$ cat src/hw/rtl/trrd_pkg.sv
// ---------------------------------------------------------------------------
// trrd_pkg: shared constants and types
// Sizes, record layout and codes of the threshold rising-run detector.
// ---------------------------------------------------------------------------
package trrd_pkg;

   localparam int MAX_ITEMS   = 1024;
   localparam int LEVEL_BITS  = 16;
   localparam int INDEX_BITS  = $clog2(MAX_ITEMS);
   localparam int COUNT_BITS  = $clog2(MAX_ITEMS + 1);

   // result queue sizing: three records per transfer plus one in flight
   localparam int QUEUE_DEPTH = 4;
   localparam int PTR_BITS    = $clog2(QUEUE_DEPTH);
   localparam int QCOUNT_BITS = $clog2(QUEUE_DEPTH + 1);
   localparam int MAX_PUSH    = 3;

   // record kinds
   localparam logic KIND_RUN    = 1'b0;
   localparam logic KIND_MARKER = 1'b1;

   typedef logic [LEVEL_BITS-1:0] level_type;
   typedef logic [INDEX_BITS-1:0] index_type;
   typedef logic [COUNT_BITS-1:0] count_type;

   typedef struct packed {
      logic      kind;
      index_type start_pos;
      level_type start_level;
      level_type end_level;
      count_type run_length;
      count_type runs_in_packet;
      logic      last_result;
   } result_type;

   // records produced by one input transfer, packed from slot 0
   typedef struct packed {
      logic [1:0]                num;
      result_type [MAX_PUSH-1:0] rec;
   } push_type;

   // queue status toward the top level
   typedef struct packed {
      logic [QCOUNT_BITS-1:0] count;
      logic                   has_room;
   } queue_stat_type;

endpackage

$ cat src/hw/rtl/trrd_if.sv
// ---------------------------------------------------------------------------
// trrd channel interfaces
// Sample input, result output and threshold write channels.
// ---------------------------------------------------------------------------
interface trrd_req_if;
   import trrd_pkg::*;
   logic      valid;
   logic      ready;
   level_type level;
   logic      last_of_packet;
   modport source (output valid, level, last_of_packet, input ready);
   modport sink (input valid, level, last_of_packet, output ready);
endinterface

interface trrd_rsp_if;
   import trrd_pkg::*;
   logic      valid;
   logic      ready;
   logic      kind;
   index_type start_pos;
   level_type start_level;
   level_type end_level;
   count_type run_length;
   count_type runs_in_packet;
   logic      last_result;
   modport source (output valid, kind, start_pos, start_level, end_level,
                   run_length, runs_in_packet, last_result, input ready);
   modport sink (input valid, kind, start_pos, start_level, end_level,
                 run_length, runs_in_packet, last_result, output ready);
endinterface

interface trrd_csr_if;
   import trrd_pkg::*;
   logic      valid;
   logic      ready;
   level_type data;
   modport source (output valid, data, input ready);
   modport sink (input valid, data, output ready);
endinterface

$ cat src/hw/rtl/threshold_rising_run_detector_top.sv
// ---------------------------------------------------------------------------
// threshold_rising_run_detector_top: rising-run detector
// Finds runs of non-falling samples that start at or above a threshold.
// ---------------------------------------------------------------------------
// Records are registered into the result queue on their sample transfer.
// Throughput: one sample per cycle while each sample yields at most one
// record and rsp does not stall; the queue drains one record per cycle,
// so a sample with several records blocks new samples until it has room.
// Reset: synchronous; clears run state, queue and threshold (to 0).
module threshold_rising_run_detector_top (
   input  logic        clock,
   input  logic        reset,
   trrd_req_if.sink    req_chan,
   trrd_rsp_if.source  rsp_chan,
   trrd_csr_if.sink    csr_chan
);
   import trrd_pkg::*;

   level_type      threshold_ff;
   logic           accept;
   push_type       push;
   queue_stat_type qstat;

   // threshold register, always writable
   assign csr_chan.ready = 1'b1;

   always_ff @(posedge clock) begin
      if (reset) begin
         threshold_ff <= '0;
      end else if (csr_chan.valid && csr_chan.ready) begin
         threshold_ff <= csr_chan.data;
      end
   end

   // sample transfer whenever the queue can absorb a full burst
   assign req_chan.ready = qstat.has_room;
   assign accept         = req_chan.valid && req_chan.ready;

   trrd_tracker u_tracker (
      .clock          (clock),
      .reset          (reset),
      .accept         (accept),
      .level          (req_chan.level),
      .last_of_packet (req_chan.last_of_packet),
      .threshold      (threshold_ff),
      .push           (push)
   );

   trrd_queue u_queue (
      .clock   (clock),
      .reset   (reset),
      .push_en (accept),
      .push    (push),
      .stat    (qstat),
      .rsp     (rsp_chan)
   );

   // queue never overfills
   assert property (@(posedge clock) disable iff (reset)
      qstat.count <= QCOUNT_BITS'(QUEUE_DEPTH))
      else $error("result queue overflow");

   // end of packet always leaves a marker to deliver
   assert property (@(posedge clock) disable iff (reset)
      (accept && req_chan.last_of_packet) |=> rsp_chan.valid)
      else $error("no record after end of packet");

   // nothing offered right after reset
   assert property (@(posedge clock)
      $past(reset) |-> !rsp_chan.valid)
      else $error("result valid after reset");

   // a transfer out of a single-entry queue with no push empties it
   assert property (@(posedge clock) disable iff (reset)
      (qstat.count == QCOUNT_BITS'(1) && rsp_chan.ready && !accept) |=> !rsp_chan.valid)
      else $error("queue count mismatch");

endmodule

$ cat src/hw/rtl/trrd_tracker.sv
// ---------------------------------------------------------------------------
// trrd_tracker: run state and record generation
// Updates the open-run state for each sample and builds up to three records.
// ---------------------------------------------------------------------------
module trrd_tracker (
   input  logic                 clock,
   input  logic                 reset,
   input  logic                 accept,
   input  trrd_pkg::level_type  level,
   input  logic                 last_of_packet,
   input  trrd_pkg::level_type  threshold,
   output trrd_pkg::push_type   push
);
   import trrd_pkg::*;

   localparam count_type MAX_COUNT = COUNT_BITS'(MAX_ITEMS);
   localparam index_type MAX_POS   = INDEX_BITS'(MAX_ITEMS - 1);

   logic      in_run_ff, in_run_in;
   index_type start_index_ff, start_index_in;
   level_type start_level_ff, start_level_in;
   level_type prev_level_ff, prev_level_in;
   count_type run_len_ff, run_len_in;
   index_type position_ff, position_in;
   count_type run_count_ff, run_count_in;

   logic       drop, cont, start, open_run, end_run;
   count_type  len_cont, len_open, count_drop, count_end;
   index_type  idx_open;
   level_type  lvl_open;
   result_type drop_rec, end_rec, marker_rec;
   logic [1:0] num;

   // next state and records for the sample in flight
   always_comb begin
      drop     = in_run_ff && (level < prev_level_ff);
      cont     = in_run_ff && !drop;
      len_cont = (cont && run_len_ff < MAX_COUNT) ? run_len_ff + 1'b1 : run_len_ff;
      count_drop = (drop && run_count_ff < MAX_COUNT) ? run_count_ff + 1'b1
                                                       : run_count_ff;
      start    = !cont && (level >= threshold);
      open_run = cont || start;
      idx_open = start ? position_ff : start_index_ff;
      lvl_open = start ? level : start_level_ff;
      len_open = start ? COUNT_BITS'(1) : len_cont;
      end_run  = last_of_packet && open_run;
      count_end = (end_run && count_drop < MAX_COUNT) ? count_drop + 1'b1
                                                      : count_drop;

      drop_rec = '{kind: KIND_RUN, start_pos: start_index_ff,
                   start_level: start_level_ff, end_level: prev_level_ff,
                   run_length: run_len_ff, runs_in_packet: '0, last_result: 1'b0};
      end_rec = '{kind: KIND_RUN, start_pos: idx_open, start_level: lvl_open,
                  end_level: level, run_length: len_open, runs_in_packet: '0,
                  last_result: 1'b0};
      marker_rec = '{kind: KIND_MARKER, start_pos: '0, start_level: '0,
                     end_level: '0, run_length: '0, runs_in_packet: count_end,
                     last_result: 1'b0};

      // pack records in order: drop run, end-of-packet run, marker
      num = 2'(drop) + 2'(end_run) + 2'(last_of_packet);
      push.num = num;
      push.rec[0] = drop ? drop_rec : (end_run ? end_rec : marker_rec);
      push.rec[1] = (drop && end_run) ? end_rec : marker_rec;
      push.rec[2] = marker_rec;
      for (int i = 0; i < MAX_PUSH; i++) begin
         push.rec[i].last_result = (2'(i) == num - 2'd1);
      end

      in_run_in      = open_run && !last_of_packet;
      start_index_in = idx_open;
      start_level_in = lvl_open;
      prev_level_in  = level;
      run_len_in     = len_open;
      position_in    = last_of_packet ? '0
                     : (position_ff < MAX_POS ? position_ff + 1'b1 : position_ff);
      run_count_in   = last_of_packet ? '0 : count_drop;
   end

   // state update on each sample transfer
   always_ff @(posedge clock) begin
      if (reset) begin
         in_run_ff      <= 1'b0;
         start_index_ff <= '0;
         start_level_ff <= '0;
         prev_level_ff  <= '0;
         run_len_ff     <= '0;
         position_ff    <= '0;
         run_count_ff   <= '0;
      end else if (accept) begin
         in_run_ff      <= in_run_in;
         start_index_ff <= start_index_in;
         start_level_ff <= start_level_in;
         prev_level_ff  <= prev_level_in;
         run_len_ff     <= run_len_in;
         position_ff    <= position_in;
         run_count_ff   <= run_count_in;
      end
   end

endmodule

$ cat src/hw/rtl/trrd_queue.sv
// ---------------------------------------------------------------------------
// trrd_queue: result record queue
// Takes up to three records per cycle and hands them out one per transfer.
// ---------------------------------------------------------------------------
module trrd_queue (
   input  logic                      clock,
   input  logic                      reset,
   input  logic                      push_en,
   input  trrd_pkg::push_type        push,
   output trrd_pkg::queue_stat_type  stat,
   trrd_rsp_if.source                rsp
);
   import trrd_pkg::*;

   result_type             entry_ff [QUEUE_DEPTH];
   logic [PTR_BITS-1:0]    wr_ptr_ff, wr_ptr_in;
   logic [PTR_BITS-1:0]    rd_ptr_ff, rd_ptr_in;
   logic [QCOUNT_BITS-1:0] count_ff, count_in;
   logic [1:0]             num_pushed;
   logic                   pop;
   result_type             head;

   // pointer and fill bookkeeping
   always_comb begin
      num_pushed = push_en ? push.num : 2'd0;
      pop        = rsp.valid && rsp.ready;
      wr_ptr_in  = wr_ptr_ff + PTR_BITS'(num_pushed);
      rd_ptr_in  = rd_ptr_ff + PTR_BITS'(pop);
      count_in   = count_ff + QCOUNT_BITS'(num_pushed) - QCOUNT_BITS'(pop);
   end

   always_ff @(posedge clock) begin
      if (reset) begin
         wr_ptr_ff <= '0;
         rd_ptr_ff <= '0;
         count_ff  <= '0;
      end else begin
         wr_ptr_ff <= wr_ptr_in;
         rd_ptr_ff <= rd_ptr_in;
         count_ff  <= count_in;
      end
   end

   // each entry takes the record whose offset from the write pointer lands on it
   always_ff @(posedge clock) begin
      for (int j = 0; j < QUEUE_DEPTH; j++) begin
         logic [PTR_BITS-1:0] offset;
         offset = PTR_BITS'(j) - wr_ptr_ff;
         if (push_en && (QCOUNT_BITS'(offset) < QCOUNT_BITS'(push.num))) begin
            entry_ff[j] <= push.rec[offset[1:0]];
         end
      end
   end

   // head record drives the result channel
   always_comb begin
      head               = entry_ff[rd_ptr_ff];
      rsp.valid          = (count_ff != '0);
      rsp.kind           = head.kind;
      rsp.start_pos      = head.start_pos;
      rsp.start_level    = head.start_level;
      rsp.end_level      = head.end_level;
      rsp.run_length     = head.run_length;
      rsp.runs_in_packet = head.runs_in_packet;
      rsp.last_result    = head.last_result;
      stat.count         = count_ff;
      stat.has_room      = (count_ff <= QCOUNT_BITS'(QUEUE_DEPTH - MAX_PUSH));
   end

endmodule

$ cat src/flat_wrapper.sv
// flat-port wrapper written by rule: the top's interface ports become plain ports
module threshold_rising_run_detector_top_flat import trrd_pkg::*;
  (clock, reset, req_chan_valid, req_chan_level, req_chan_last_of_packet, req_chan_ready, rsp_chan_valid, rsp_chan_kind, rsp_chan_start_pos, rsp_chan_start_level, rsp_chan_end_level, rsp_chan_run_length, rsp_chan_runs_in_packet, rsp_chan_last_result, rsp_chan_ready, csr_chan_valid, csr_chan_data, csr_chan_ready);
  trrd_req_if req_chan_i ();
  trrd_rsp_if rsp_chan_i ();
  trrd_csr_if csr_chan_i ();
  input  logic clock;
  input  logic reset;
  input wire logic [$bits(req_chan_i.valid)-1:0] req_chan_valid;
  input wire logic [$bits(req_chan_i.level)-1:0] req_chan_level;
  input wire logic [$bits(req_chan_i.last_of_packet)-1:0] req_chan_last_of_packet;
  output wire logic [$bits(req_chan_i.ready)-1:0] req_chan_ready;
  output wire logic [$bits(rsp_chan_i.valid)-1:0] rsp_chan_valid;
  output wire logic [$bits(rsp_chan_i.kind)-1:0] rsp_chan_kind;
  output wire logic [$bits(rsp_chan_i.start_pos)-1:0] rsp_chan_start_pos;
  output wire logic [$bits(rsp_chan_i.start_level)-1:0] rsp_chan_start_level;
  output wire logic [$bits(rsp_chan_i.end_level)-1:0] rsp_chan_end_level;
  output wire logic [$bits(rsp_chan_i.run_length)-1:0] rsp_chan_run_length;
  output wire logic [$bits(rsp_chan_i.runs_in_packet)-1:0] rsp_chan_runs_in_packet;
  output wire logic [$bits(rsp_chan_i.last_result)-1:0] rsp_chan_last_result;
  input wire logic [$bits(rsp_chan_i.ready)-1:0] rsp_chan_ready;
  input wire logic [$bits(csr_chan_i.valid)-1:0] csr_chan_valid;
  input wire logic [$bits(csr_chan_i.data)-1:0] csr_chan_data;
  output wire logic [$bits(csr_chan_i.ready)-1:0] csr_chan_ready;
  assign req_chan_i.valid = req_chan_valid;
  assign req_chan_i.level = req_chan_level;
  assign req_chan_i.last_of_packet = req_chan_last_of_packet;
  assign req_chan_ready = req_chan_i.ready;
  assign rsp_chan_valid = rsp_chan_i.valid;
  assign rsp_chan_kind = rsp_chan_i.kind;
  assign rsp_chan_start_pos = rsp_chan_i.start_pos;
  assign rsp_chan_start_level = rsp_chan_i.start_level;
  assign rsp_chan_end_level = rsp_chan_i.end_level;
  assign rsp_chan_run_length = rsp_chan_i.run_length;
  assign rsp_chan_runs_in_packet = rsp_chan_i.runs_in_packet;
  assign rsp_chan_last_result = rsp_chan_i.last_result;
  assign rsp_chan_i.ready = rsp_chan_ready;
  assign csr_chan_i.valid = csr_chan_valid;
  assign csr_chan_i.data = csr_chan_data;
  assign csr_chan_ready = csr_chan_i.ready;
  threshold_rising_run_detector_top u_core (.clock(clock), .reset(reset), .req_chan(req_chan_i), .rsp_chan(rsp_chan_i), .csr_chan(csr_chan_i));
endmodule
$ cat config.mk
export PLATFORM = sky130hd
export DESIGN_NAME = threshold_rising_run_detector_top_flat
export DESIGN_NICKNAME = d
export VERILOG_FILES = /design/src/hw/rtl/trrd_pkg.sv /design/src/hw/rtl/trrd_if.sv /design/src/hw/rtl/threshold_rising_run_detector_top.sv /design/src/hw/rtl/trrd_tracker.sv /design/src/hw/rtl/trrd_queue.sv /design/src/flat_wrapper.sv
export SDC_FILE = /design/constraint.sdc
export NUM_CORES = 1
export LEC_CHECK = 0
export ABC_AREA = 1
export ABC_CLOCK_PERIOD_IN_PS = 11000
export BUFFER_PORTS_ARGS = -buffer_cell sky130_fd_sc_hd__buf_2
export CAP_MARGIN = 20
export CORE_UTILIZATION = 40
export DETAILED_ROUTE_END_ITERATION = 8
export HOLD_SLACK_MARGIN = 0.02
export PLACE_DENSITY_LB_ADDON = 0.12
export SLEW_MARGIN = 15
export SYNTH_ARGS = -nofsm -noshare
export SYNTH_HDL_FRONTEND = slang
export SYNTH_SLANG_ARGS = --single-unit
$ cat constraint.sdc
create_clock -name clock -period 11 [get_ports clock]
set_input_delay 1.1 -clock clock [delete_from_list [all_inputs] [get_ports clock]]
set_output_delay 1.1 -clock clock [all_outputs]
set_load 0.03 [all_outputs]
==> results.cfg, run 1 <==
[finish]
drive_gt1_frac = 0.103
fin_area_um2 = 21100
nNetsFinal = 2381
area_delta_synth_final_pct = 10.6

[sta]
tightest_slew_ns = 1.06
max_clock_freq_mhz = 195
finalClockSkew_ns = 0.0183
finalSetupTns_ns = 0
fin_crit_sh = 0.466
rsz0062_at_grt = no
setup_viol = 0
slew_violations = 0
fin_crit_ns = 5.12
hold_viol = 0
maxSlewHeadroom = 0.292

[clock_tree]
cts_sinks = 362
insertion_delay_ns = 0.57
cts.repair.resized = 0
cts_htree_levels = 2
cts_setup_buffers = 0
ctsHoldBuffers = 0
cts-root-buf = clkbuf_16
cts_tree = yes
cts_made_buffers = 41
clkTransAtPathRegs_ns = 0.06
clockBufferDepth = 3

[routing]
drt_first_pass_iters = 8
routed_wl_um = 58100
drt.antenna.violating_nets = 0
drtIter0Drc = 1438
route.detailed.drc = 5
vias = 16128
wl_per_cell_um = 19.8
vias_per_cell = 5.49

[critical_path]
arrival_ns = 5.30
cp-start-kind = input pin
cp.required_ns = 11.18
worst_setup_path_end_kind = flop
crit_type = in2reg
worstPathMaxFanout = 56

[die]
die_w_um = 220
io_pins = 107
initial_core_util = 0.408
die-area_um2 = 48500
row_count = 79
core-area_um2 = 46800
die_y_um = 220

[pwr]
irDropWorstVdd_mv = 0.137
p_sw_mw = 2.20
power_frac_comb = 0.385
swShare = 0.427
powerDensity_nw_per_um2 = 245
intPower_mw = 2.96
p_seq_frac = 0.368
clkPwrFrac = 0.248
leakagePower_nw = 8.26

[global_routing]
antenna_found_initial = 2
grt_max_degree = 85
grt_pass1_vias = 15064
grt_util_all_layers = 0.244
grt_pass1_wl_um = 89300
overflow = 0

[yosys]
ys_seq_elements = 362
synth_top_area_frac = 0.416
yosysSeqAreaShare = 0.519
synthesis.nets = 2364
avgSynthCellArea_um2 = 8.36
synth_edf_count = 264
synth_cells = 2280
synth_top_area_cell = edfxtp_1
syn_area_um2 = 19100
ys_top_cells_by_area = edfxtp_1 42%, dfxtp_1 10%, o21ai_0 8.0%
ys.flop_type = edfxtp_1
ys_warn_count = 0
synthTopCellsByCount = 398 x nor2_1, 396 x nand2_1, 306 x o21ai_0
yosysMostFrequentCell = nor2_1
synthArstFlopShare = 0
yosysUniqueCellTypes = 46

[outcome]
failed_checks = DRC
run_status = finished with violations

[run]
cap_violations = 0

[placed_design]
place.gp.congestion = 0.828
hpwl_um = 35900
io_buffers = 105
placed_cell_area_um2 = 19900

[hold_path]
min_path_type = reg2reg
==> worst paths after layout <==
kind                                           start                              end  slack (ns)  depth (start not counted)
hold reg to reg      u_core.u_tracker.position_ff[9]  u_core.u_tracker.position_ff[9]        0.45                          1
hold / removal       u_core.u_tracker.position_ff[9]  u_core.u_tracker.position_ff[9]        0.45                          1
setup reg to reg  u_core.u_tracker.prev_level_ff[15]    u_core.u_queue.entry_ff[3][3]        6.21                         12
setup / recovery                  req_chan_level[15]    u_core.u_queue.entry_ff[3][3]        5.88                         12
==> power by group through the flow <==
stage	Clock, mW	Combinational, mW	Sequential, mW
4_1_cts	1.30	1.99	1.90
5_1_grt	1.35	2.17	1.92
3_3_place_gp	0	1.97	1.92
2_1_floorplan	0	1.39	1.88
6_report	1.28	1.99	1.90
3_5_place_dp	0	1.99	1.92
==> per-layer routing <==
| layer | track usage | routed length, um | up-vias |
|---|---|---|---|
| met1 | 0.356 | 27500 | 7752 |
| met5 | 0 | 0 | - |
| met4 | 0.0740 | 1350 | 0 |
| li1 | - | - | 7762 |
| met3 | 0.0392 | 4010 | 79 |
| met2 | 0.369 | 25300 | 535 |
==> worst max-delay path, stage by stage <==
cell      delay [ns]
buf_2           0.14
ha_1            0.34
a21oi_1         0.14
o21ai_0         0.18
nor2_4          0.23
nand2_4         0.09
nor2_4          0.44
inv_1           0.15
fa_1            0.54
ha_1            0.37
a211oi_4        0.65
buf_4           0.86
==> sequential cells by signal (all words and copies together) (netlist names) <==
name and flops:
u_core.u_tracker.run_count_ff 11, u_core.u_queue.rd_ptr_ff 2, u_core.u_queue.entry_ff 264, u_core.u_queue.count_ff 3, u_core.u_tracker.start_level_ff 16, u_core.u_tracker.prev_level_ff 16, u_core.u_tracker.run_len_ff 11, u_core.u_tracker.in_run_ff 1
u_core.u_tracker.position_ff 10, u_core.u_queue.wr_ptr_ff 2, u_core.threshold_ff 16, u_core.u_tracker.start_index_ff 10
==> through the flow <==
| step | util | setup WS (ns) | hold WS [ns] | power, mW | cells |
|---|---|---|---|---|---|
| final | 0.451 | 5.88 | 0.446 | 5.16 | 2936 |
| after global routing | 0.451 | 5.65 | 0.486 | 5.44 | 2936 |
| after CTS | 0.451 | 5.86 | 0.450 | 5.19 | 2934 |
| after detailed placement | 0.425 | 5.26 | 0.442 | 3.91 | 2861 |
| after global placement | 0.425 | 5.40 | 0.436 | 3.89 | 2861 |
| after floorplan | - | 2.18 | 0.422 | 3.27 | 2280 |
==> cells in the final DEF (no fill, tap or decap), drive strengths merged <==
master / n
nand3: 51
o21a: 11
xnor2: 3
inv: 200
xor2: 11
ha: 44
a21boi: 1
o211ai: 19
o21ai: 355
conb: 1
a211oi: 4
bufinv: 1
o22ai: 105
clkinv: 21
buf: 127
nand4: 25
or2: 1
dfxtp: 98
diode: 2
nand3b: 1
o21bai: 1
nor4: 3
nor2: 410
fa: 2
a21oi: 95
nor3: 12
clkbuf: 51
edfxtp: 264
nand2: 410
==> cell type report <==
cell class,instances,area (um2)
Clock buffer,51,1060
Clock inverter,22,143
Timing Repair Buffer,127,691
Sequential cell,362,9900
Fill cell,4592,25700
Multi-Input combinational cell,1565,7760
Inverter,200,756
Antenna cell,2,5.00
Tap cell,607,759
==> logic make-up after synthesis <==
logic type	Yosys count	share of synthesized area
AO/OA/AOI/OAI	591	0.168
flip-flops	362	0.519
other	1	0.000197
buffers and inverters	353	0.0764
AND/OR/NAND/NOR	913	0.199
XOR/XNOR	14	0.00643
adder cells (fa/ha/maj)	46	0.0310
Power figures use the tool's default switching activity.
==> run 2: changes to the inputs <==
--- a/config.mk
+++ b/config.mk
@@ -5,8 +5,8 @@
 export SDC_FILE = /design/constraint.sdc
 export NUM_CORES = 1
 export LEC_CHECK = 0
-export ABC_AREA = 1
-export ABC_CLOCK_PERIOD_IN_PS = 11000
+export ABC_AREA = 0
+export ABC_CLOCK_PERIOD_IN_PS = 4500
 export BUFFER_PORTS_ARGS = -buffer_cell sky130_fd_sc_hd__buf_2
 export CAP_MARGIN = 20
 export CORE_UTILIZATION = 40
==> constraint.sdc (replaced) <==
create_clock -name clock -period 4.5 [get_ports clock]
set_input_delay 0.45 -clock clock [delete_from_list [all_inputs] [get_ports clock]]
set_output_delay 0.45 -clock clock [all_outputs]
set_load 0.03 [all_outputs]
==> results.cfg, run 2 <==
[pwr]
powerDensity_nw_per_um2 = 542
leakagePower_nw = 7.29
irDropWorstVdd_mv = 0.265

[yosys]
ys_warn_count = 0
synthesis.nets = 1712
synthArstFlopShare = 0
syn_area_um2 = 18200
ys_top_cells_by_area = edfxtp_1 44%, dfxtp_1 11%, mux4_2 8.2%
yosysSeqAreaShare = 0.544
synth_top_area_frac = 0.436
ys_seq_elements = 362
synth_edf_count = 264
synth_cells = 1628
synthTopCellsByCount = 280 x nor2_1, 264 x edfxtp_1, 129 x nand2_1
yosysUniqueCellTypes = 77
avgSynthCellArea_um2 = 11.2
ys.flop_type = edfxtp_1
synth_top_area_cell = edfxtp_1
yosysMostFrequentCell = nor2_1

[finish]
drive_gt1_frac = 0.201
largest_register_ffs = 264
multiInputGateArea_um2 = 7820
layout_common_cells = 276 x nor2_1, 264 x edfxtp_1, 128 x nand2_1
diodes = 0
top_register = u_core.u_queue.entry_ff
fin_area_um2 = 21200
area_delta_synth_final_pct = 16.4
num-fill-cells = 4124
regArea_um2 = 9900
layout_commonest_cell = nor2_1
nNetsFinal = 1818
stdcell_count = 2358
utilization = 0.476

[sta]
maxSlewHeadroom = 0.401
finalSetupTns_ns = 0
slew_violations = 0
rsz0062_at_grt = no
fin_crit_ns = 4.24
setup_viol = 0
finalClockSkew_ns = 0.0241
hold_viol = 0
tightest_slew_ns = 0.899
fin_crit_sh = 0.942
max_clock_freq_mhz = 236

[die]
core-area_um2 = 44500
row_count = 77
die_y_um = 215
die-area_um2 = 46300
io_pins = 107
initial_core_util = 0.409
die_w_um = 215

[critical_path]
crit_type = reg2reg
worst_setup_path_end_kind = flop
cp-start-kind = flop
r2r_end = u_core.u_queue.count_ff[2]
endpoint = u_core.u_queue.count_ff[2]
r2r_setup_slack_ns = 0.26
arrival_ns = 4.67
r2r_start = u_core.u_tracker.prev_level_ff[13]
worstPathMaxFanout = 6
reg2reg_depth = 15
crit_start = u_core.u_tracker.prev_level_ff[13]
cp.required_ns = 4.94

[clock_tree]
cts_made_buffers = 41
cts_setup_buffers = 0
cts_htree_levels = 2
clkTransAtPathRegs_ns = 0.06
cts_tree = yes
ctsHoldBuffers = 0
insertion_delay_ns = 0.57
cts_sinks = 362
cts-root-buf = clkbuf_16
cts.repair.resized = 0
clockBufferDepth = 3

[placed_design]
hpwl_um = 34700
io_buffers = 105
place.gp.congestion = 0.844
placed_cell_area_um2 = 19900
dp.cells = 2283

[global_routing]
grt_util_all_layers = 0.234
overflow = 0
grt_pass1_wl_um = 81800
antenna_found_initial = 0
grt_pass1_vias = 13212
grt_max_degree = 61

[routing]
drtIter0Drc = 1000
route.detailed.drc = 0
drt_first_pass_iters = 6
wl_per_cell_um = 23.1
drt.antenna.violating_nets = 0
vias_per_cell = 5.80
vias = 13667
routed_wl_um = 54400

[hold_path]
min_path_type = in2reg
worstHoldPathCells = 3

[outcome]
run_status = finished clean

[run]
cap_violations = 0
-- run 2: area by class of cell --
class / instances / area share
sequential: 362 / 0.467
clock buffer: 47 / 0.0495
timing repair buffer: 179 / 0.0565
tap: 592 / 0.0350
multi-input combinational: 1092 / 0.369
inverter: 58 / 0.0103
clock inverter: 28 / 0.0120
-- run 2: power by group --
group,switching [mW],internal [mW]
logic,2.47,1.27
registers,0.307,4.13
clock network,1.38,1.91
total,4.16,7.31
-- run 2: worst min-delay path by stage --
stage	startpoint	endpoint	slack, ns
after floorplan	u_core.threshold_ff[10]	u_core.threshold_ff[10]	0.46
after global placement	u_core.u_tracker.start_level_ff[10]	u_core.u_tracker.start_level_ff[10]	0.47
after detailed placement	u_core.u_tracker.start_index_ff[9]	u_core.u_tracker.start_index_ff[9]	0.48
after CTS	csr_chan_data[9]	u_core.threshold_ff[9]	0.09
after global routing	csr_chan_data[9]	u_core.threshold_ff[9]	0.11
final	csr_chan_data[9]	u_core.threshold_ff[9]	0.12
-- run 2: cell families (layout without fill, tap and decap cells) --
kind of cell	Yosys count	in the layout	share of synthesized area
buffers and inverters	174	312	0.0374
flip-flops	362	362	0.544
multiplexers	85	85	0.0922
XOR/XNOR	27	27	0.0134
AND/OR/NAND/NOR	548	548	0.136
AO/OA/AOI/OAI	385	385	0.145
adder cells (fa/ha/maj)	46	46	0.0325
other	1	1	0.000206
-- run 2: metal layers --
metal | vias up | part of all wire | global-route usage
met5 | - | 0 | 0
li1 | 6299 | - | -
met4 | 0 | 0.020 | 0.0570
met1 | 6860 | 0.44 | 0.317
met2 | 435 | 0.49 | 0.395
met3 | 73 | 0.054 | 0.0326
-- run 2: through the flow --
stage               total power [mW]  hold slack, ns  setup slack [ns]
floorplan                       6.90           0.460            -0.956
finish                          11.5           0.119             0.263
global route                    11.9           0.114             0.153
global placement                8.27           0.471             0.206
detailed placement              8.29           0.480             0.190
CTS                             11.6          0.0939             0.271
-- run 2: critical path, cell delays in order, from the launching register on --
cell      delay, ns
dfxtp_1        0.38
inv_1          0.09
ha_4           0.27
nand4_1        0.22
or3_4          0.47
or4_4          0.55
a31oi_4        0.20
o21ai_4        0.08
fa_2           0.52
nand2b_1       0.19
ha_1           0.29
inv_1          0.04
ha_1           0.19
fa_1           0.38
xnor2_1        0.17
nor2_1         0.06
